==> src/hw/rtl/smpq_pkg.sv <==
package smpq_pkg;

    localparam int CAPACITY = 256;
    localparam int AW       = $clog2(CAPACITY);
    localparam int CW       = $clog2(CAPACITY + 1);

    localparam int KEY_W    = 24;
    localparam int COORD_W  = 8;
    localparam int COST_W   = 24;
    localparam int OCC_W    = 9;
    localparam int STATUS_W = 2;

    typedef logic [AW-1:0]       t_addr;
    typedef logic [CW-1:0]       t_count;
    typedef logic [STATUS_W-1:0] t_status;

    localparam t_status ST_OK    = 2'd0;
    localparam t_status ST_EMPTY = 2'd1;
    localparam t_status ST_FULL  = 2'd2;

    localparam logic OP_ENQ = 1'b0;
    localparam logic OP_DEQ = 1'b1;

    typedef struct packed {
        logic [KEY_W-1:0]   key;
        logic [COORD_W-1:0] row;
        logic [COORD_W-1:0] col;
        logic [COST_W-1:0]  cost;
    } t_entry;

    localparam int ENTRY_W = $bits(t_entry);

    typedef logic [1:0] t_wr_sel;
    localparam t_wr_sel WR_NONE     = 2'd0;
    localparam t_wr_sel WR_SHIFT    = 2'd1;
    localparam t_wr_sel WR_NEW_NEXT = 2'd2;
    localparam t_wr_sel WR_NEW_HERE = 2'd3;

    typedef struct packed {
        logic    cap_in;
        logic    idx_init;
        logic    idx_dec;
        t_wr_sel wr_sel;
        logic    cnt_inc;
        logic    pop_done;
        logic    res_clear;
        logic    load_out;
        t_status status;
    } t_cmd;

    typedef struct packed {
        logic empty;
        logic full;
        logic key_gt;
        logic idx_zero;
    } t_sts;

    // Circular address: base plus offset, wrapped at the capacity.
    function automatic t_addr wrap_add(t_addr base, t_addr off);
        logic [AW:0] s;
        s = {1'b0, base} + {1'b0, off};
        if (s >= (AW+1)'(CAPACITY)) begin
            s = s - (AW+1)'(CAPACITY);
        end
        return s[AW-1:0];
    endfunction

endpackage

==> src/hw/rtl/smpq_controller.sv <==
module smpq_controller (
    input  logic           i_clk,
    input  logic           i_rst_n,
    input  logic           i_in_valid,
    input  logic           i_in_operation,
    output logic           o_in_ready,
    input  logic           i_out_ready,
    output logic           o_out_valid,
    input  smpq_pkg::t_sts i_sts,
    output smpq_pkg::t_cmd o_cmd
);
    import smpq_pkg::*;

    localparam logic [2:0] S_IDLE  = 3'd0;
    localparam logic [2:0] S_SCAN  = 3'd1;
    localparam logic [2:0] S_INS   = 3'd2;
    localparam logic [2:0] S_POPRD = 3'd3;
    localparam logic [2:0] S_RESP  = 3'd4;

    logic [2:0] r_state, n_state;
    t_status    r_status, n_status;
    logic       r_out_valid, n_out_valid;
    t_cmd       cmd;

    always_comb begin
        cmd         = '0;
        n_state     = r_state;
        n_status    = r_status;
        n_out_valid = r_out_valid && !i_out_ready;
        case (r_state)
            S_IDLE: begin
                if (i_in_valid) begin
                    cmd.cap_in    = 1'b1;
                    // read the tail for an enqueue, the head for a dequeue
                    cmd.idx_init  = (i_in_operation == OP_ENQ);
                    cmd.res_clear = 1'b1;
                    n_status      = ST_OK;
                    if (i_in_operation == OP_DEQ) begin
                        if (i_sts.empty) begin
                            n_status = ST_EMPTY;
                            n_state  = S_RESP;
                        end else begin
                            n_state = S_POPRD;
                        end
                    end else if (i_sts.full) begin
                        n_status = ST_FULL;
                        n_state  = S_RESP;
                    end else if (i_sts.empty) begin
                        n_state = S_INS;
                    end else begin
                        n_state = S_SCAN;
                    end
                end
            end
            S_SCAN: begin
                // walk from the tail, moving larger keys up one slot
                if (i_sts.key_gt) begin
                    cmd.wr_sel = WR_SHIFT;
                    if (i_sts.idx_zero) begin
                        n_state = S_INS;
                    end else begin
                        cmd.idx_dec = 1'b1;
                    end
                end else begin
                    cmd.wr_sel  = WR_NEW_NEXT;
                    cmd.cnt_inc = 1'b1;
                    n_state     = S_RESP;
                end
            end
            S_INS: begin
                cmd.wr_sel  = WR_NEW_HERE;
                cmd.cnt_inc = 1'b1;
                n_state     = S_RESP;
            end
            S_POPRD: begin
                cmd.pop_done = 1'b1;
                n_state      = S_RESP;
            end
            S_RESP: begin
                // hold until the output register is free
                if (!r_out_valid || i_out_ready) begin
                    cmd.load_out = 1'b1;
                    cmd.status   = r_status;
                    n_out_valid  = 1'b1;
                    n_state      = S_IDLE;
                end
            end
            default: begin
                n_state = S_IDLE;
            end
        endcase
    end

    always_ff @(posedge i_clk) begin
        if (!i_rst_n) begin
            r_state     <= S_IDLE;
            r_status    <= ST_OK;
            r_out_valid <= 1'b0;
        end else begin
            r_state     <= n_state;
            r_status    <= n_status;
            r_out_valid <= n_out_valid;
        end
    end

    assign o_in_ready  = (r_state == S_IDLE);
    assign o_out_valid = r_out_valid;
    assign o_cmd       = cmd;
endmodule

==> config.mk <==
export PLATFORM = sky130hd
export DESIGN_NAME = smpq_controller
export DESIGN_NICKNAME = d
export VERILOG_FILES = /design/src/hw/rtl/smpq_pkg.sv /design/src/hw/rtl/smpq_controller.sv
export SDC_FILE = /design/constraint.sdc
export NUM_CORES = 1
export LEC_CHECK = 0
export ABC_AREA = 1
export BUFFER_PORTS_ARGS = -buffer_cell sky130_fd_sc_hd__buf_2
export CAP_MARGIN = 10
export CORE_AREA = 2 2 39 41
export CTS_CLUSTER_SIZE = 14
export DETAILED_ROUTE_END_ITERATION = 6
export DIE_AREA = 0 0 41 43
export GPL_TIMING_DRIVEN = 0
export PLACE_DENSITY_LB_ADDON = 0.2
export SETUP_SLACK_MARGIN = 0.4
export SKIP_LAST_GASP = 1
export SLEW_MARGIN = 15
export SYNTH_ARGS = -nofsm -noshare
export SYNTH_HDL_FRONTEND = slang
export SYNTH_SLANG_ARGS = --single-unit
export TNS_END_PERCENT = 5
==> constraint.sdc <==
create_clock -name i_clk -period 1.9 [get_ports i_clk]
set_clock_uncertainty 0.15 [all_clocks]
set_input_delay 0.19 -clock i_clk [delete_from_list [all_inputs] [get_ports i_clk]]
set_output_delay 0.19 -clock i_clk [all_outputs]
set_load 0.02 [all_outputs]
# After elaboration in Yosys (flattened, before gate mapping)
# Cells that the tools add are included.
[word_totals]
regBits = 6
inputBits = 9
output_inout_bits = 13
word_cells = 46
[classes]
n_eq_ne = 7
mux = 27
bitwise_logic = 1
n_reduce_logical = 8
[op_table]
columns = ["op", "n"]
rows = [
  ["$mux W3", 9],
  ["$mux W2", 6],
  ["$pmux W3 S4", 1],
  ["$mux W1", 10],
  ["$eq A3 B2 Y1 const B", 2],
  ["$pmux W3 S2", 1],
  ["$ne A2 B2 Y1 const B", 2],
  ["$eq A3 B1 Y1 const B", 1],
  ["$eq A3 B3 Y1 const B", 1],
  ["$logic_not A3 Y1", 1],
  ["$ne A3 B3 Y1 const B", 1],
  ["$reduce_and A3 Y1", 1],
  ["$logic_not A1 Y1", 2],
  ["$reduce_and A2 Y1", 1],
  ["$reduce_or A2 Y1", 1],
  ["$logic_and A1 B1 Y1", 1],
  ["$logic_or A1 B1 Y1", 1],
  ["$not A1 Y1", 1],
]

# Longest topological paths before layout
[depth]
ltp_word = 5
ltp_mapped = 7
mapped_depth_nobuf = 7

# Worst setup path before layout
# OpenSTA, ideal clock, no wires.
[synth_path]
kind = "reg2out"
from = "register r_state[2]"
to = "output port o_cmd[10] in the netlist's numbering"
arrival_time_ps = 1238
required_ps = 1560
path_slack_ps = 322
stages_incl_launch_ff = 5
path_buffers = 1
path_cell_list = "dfxtp_1 nor3_4 nand2_2 inv_1 buf_4"
[synth_lines]
columns = ["element", "line", "rtl"]
rows = [
  ["start, declared", "smpq_controller.sv:20", "logic [2:0] r_state, n_state;"],
  ["start signal, assigned", "smpq_controller.sv:100", "r_state <= n_state;"],
  ["end, declared", "smpq_controller.sv:10", "output smpq_pkg::t_cmd o_cmd"],
]

==> impl_metrics.tcl <==
set metrics [dict create \
    r2r_start "r_state[0]" \
    r2r-end "r_status[0]" \
    setup-violations-final 0 \
    vias 523 \
    regArea_um2 131 \
    post-route-min-period_ns 1.53 \
    wirelength_um 1100 \
    slew_headroom 0.779 \
    syn2layout_area_growth_pct 59.5 \
    start_util 0.304 \
    setup_tns_ns 0 \
    crit_fanout 6 \
    design_area_um2 671 \
    fin_ws_ns 0.366 \
    ys_warn_count 0 \
    dpl-instance-area_um2 546 \
    finalHoldViolCount 0 \
    die_width_um 41 \
    status "completed" \
    crit_arrival_ns 1.19 \
    place.gp.congestion 0.766 \
    die-area_mm2 0.00176 \
    hold_path_end "r_state[0]" \
    r2r_slack_ns 0.46 \
    dpl.hpwl_um 797 \
    hp-class "in2reg" \
    clkTransAtPathRegs_ns 0.05 \
    dr.pass1.iters 4 \
    antenna_cells 0 \
    critPathCaptureType "output pin" \
    p_per_area_mw_per_mm2 1100 \
    remaining_drc_errors 0 \
    synth.area.top_cells "dfxtp_1 29%, inv_1 13%, nand2_1 11%" \
    netlist_instances 67 \
    nets 111 \
    die_h_um 43 \
    gr-usage-all-layers 0.156 \
    drt_iter0_markers 8 \
    dp.cells 104 \
    syn_area_per_cell_um2 6.27 \
    min_path_cells 3 \
    first_global_vias 462 \
    cp.required_ns 1.56 \
    post-place-ws_ns 0.418 \
    synth_area_um2 420 \
    cts_hold_buf 0 \
    wl_per_cell_um 9.47 \
    synth_top_area_frac 0.286 \
    cts_tree "yes" \
    synth_top_cell_by_area "dfxtp_1" \
    final_layout_size_suffix_gt1_frac 0.490 \
    hold_start "i_rst_n" \
    rows 14 \
    synth_cell_types 17 \
    timing.final.crit_share 0.807 \
    critPathLaunchType "flop" \
    grt_pass1_wl_um 1780 \
    maxSlewViolCount 0 \
    synth_seq_area_share 0.286 \
    ir_worst_vdd_mv 0.436 \
    rr_worst_depth 8 \
    cts.sinks 6 \
    fmax_ghz 0.652 \
    synth-seq-cells 6 \
    antenna_found_initial 0 \
    io_buffers 21 \
    htree_num_levels 1 \
    clk_path_buf_depth 2 \
    num-fill-cells 160 \
    ant_nets 0 \
    viasPerCell 4.51 \
    multiInputGateArea_um2 236 \
    root_buffer "clkbuf_4" \
    p_leak_nw 0.397 \
    maxCapViolations 0 \
    fin_util 0.485 \
    core_area_mm2 0.00138 \
    p_total_mw 0.740 \
    stdcell_count 116 \
    clk_latency_ns 0.25 \
    overflow 0 \
    numCtsBuffers 3 \
    hold_ws_ns 0.0642 \
    syn_nets 76 \
    rsz0062_at_grt "yes" \
    grt_start_max_net_pins 8 \
    crit_type "reg2out" \
    ios 22 \
    max_slew.worst_pin.slew_ns 0.330 \
]
[sequential cells by signal, summed over array words and instances, names as in the netlist]
name,count
r_status,2
o_out_valid,1
r_state,3
[routing by layer]
metal / wire length [µm] / global-route usage / vias to the layer above
li1: - / - / 275
met1: 433 / 0.149 / 223
met2: 555 / 0.266 / 20
met3: 64 / 0.0314 / 5
met4: 44 / 0.120 / 0
met5: 0 / 0 / -
[worst max-delay path, stage by stage, from the launching register on]
cell	delay [ns]
dfxtp_4	0.37
nor3_4	0.22
nand2_2	0.10
inv_2	0.08
buf_6	0.09
buf_6	0.10
[worst max path at each step]
stage | start | end | cells after the start
2_1_floorplan | r_state[0] | o_cmd[9] | 3
3_3_place_gp | r_state[0] | o_cmd[10] | 5
3_5_place_dp | r_state[0] | o_cmd[10] | 5
4_1_cts | r_state[1] | o_cmd[10] | 5
5_1_grt | r_state[0] | o_cmd[10] | 5
6_report | r_state[0] | o_cmd[10] | 5
[synth_stat cells (all sizes together)]
master / count
inv: 15
a31oi: 1
dfxtp: 6
nand2: 13
nand3: 11
o21ai: 2
a21oi: 3
nor3: 3
buf: 2
nor2: 11
[cell type report]
cell class / instances / area share
Multi-Input combinational cell: 44 / 0.353
Timing Repair Buffer: 30 / 0.276
Sequential cell: 6 / 0.196
Inverter: 15 / 0.0840
Clock buffer: 3 / 0.0336
Tap cell: 16 / 0.0299
Buffer: 2 / 0.0280
[where the power goes]
| group | switching [mW] | leakage (nW) | internal (mW) |
|---|---|---|---|
| combinational | 0.222 | 0.332 | 0.204 |
| clock | 0.0465 | 0.0138 | 0.0715 |
| sequential | 0.0378 | 0.0514 | 0.158 |
[cells by family (layout without fill, tap and decap cells)]
kind of cell | after synthesis | count (layout) | synth area share
AND/OR/NAND/NOR | 38 | 38 | 0.461
buffers and inverters | 17 | 50 | 0.170
AO/OA/AOI/OAI | 6 | 6 | 0.0833
flip-flops | 6 | 6 | 0.286
[cell usage in the layout, fill, tap and decap left out, types with 3 or more instances in the layout]
cell type	synthesis	final
buf_2	0	19
nand3_2	3	3
inv_1	14	13
nor2_1	9	8
buf_6	0	3
clkbuf_4	0	3
dfxtp_1	6	3
dfxtp_4	0	3
nand2_1	12	12
nand3_1	8	8
buf_4	2	10
[repair_timing]
item                                    CTS  global route
buffers inserted                          7             2
hold endpoints to repair                  0             0
pin swaps                                 2             2
endpoints found under the setup margin   10            11
resized for setup                        12             1
No activity file was read; power rests on OpenSTA's default activity.
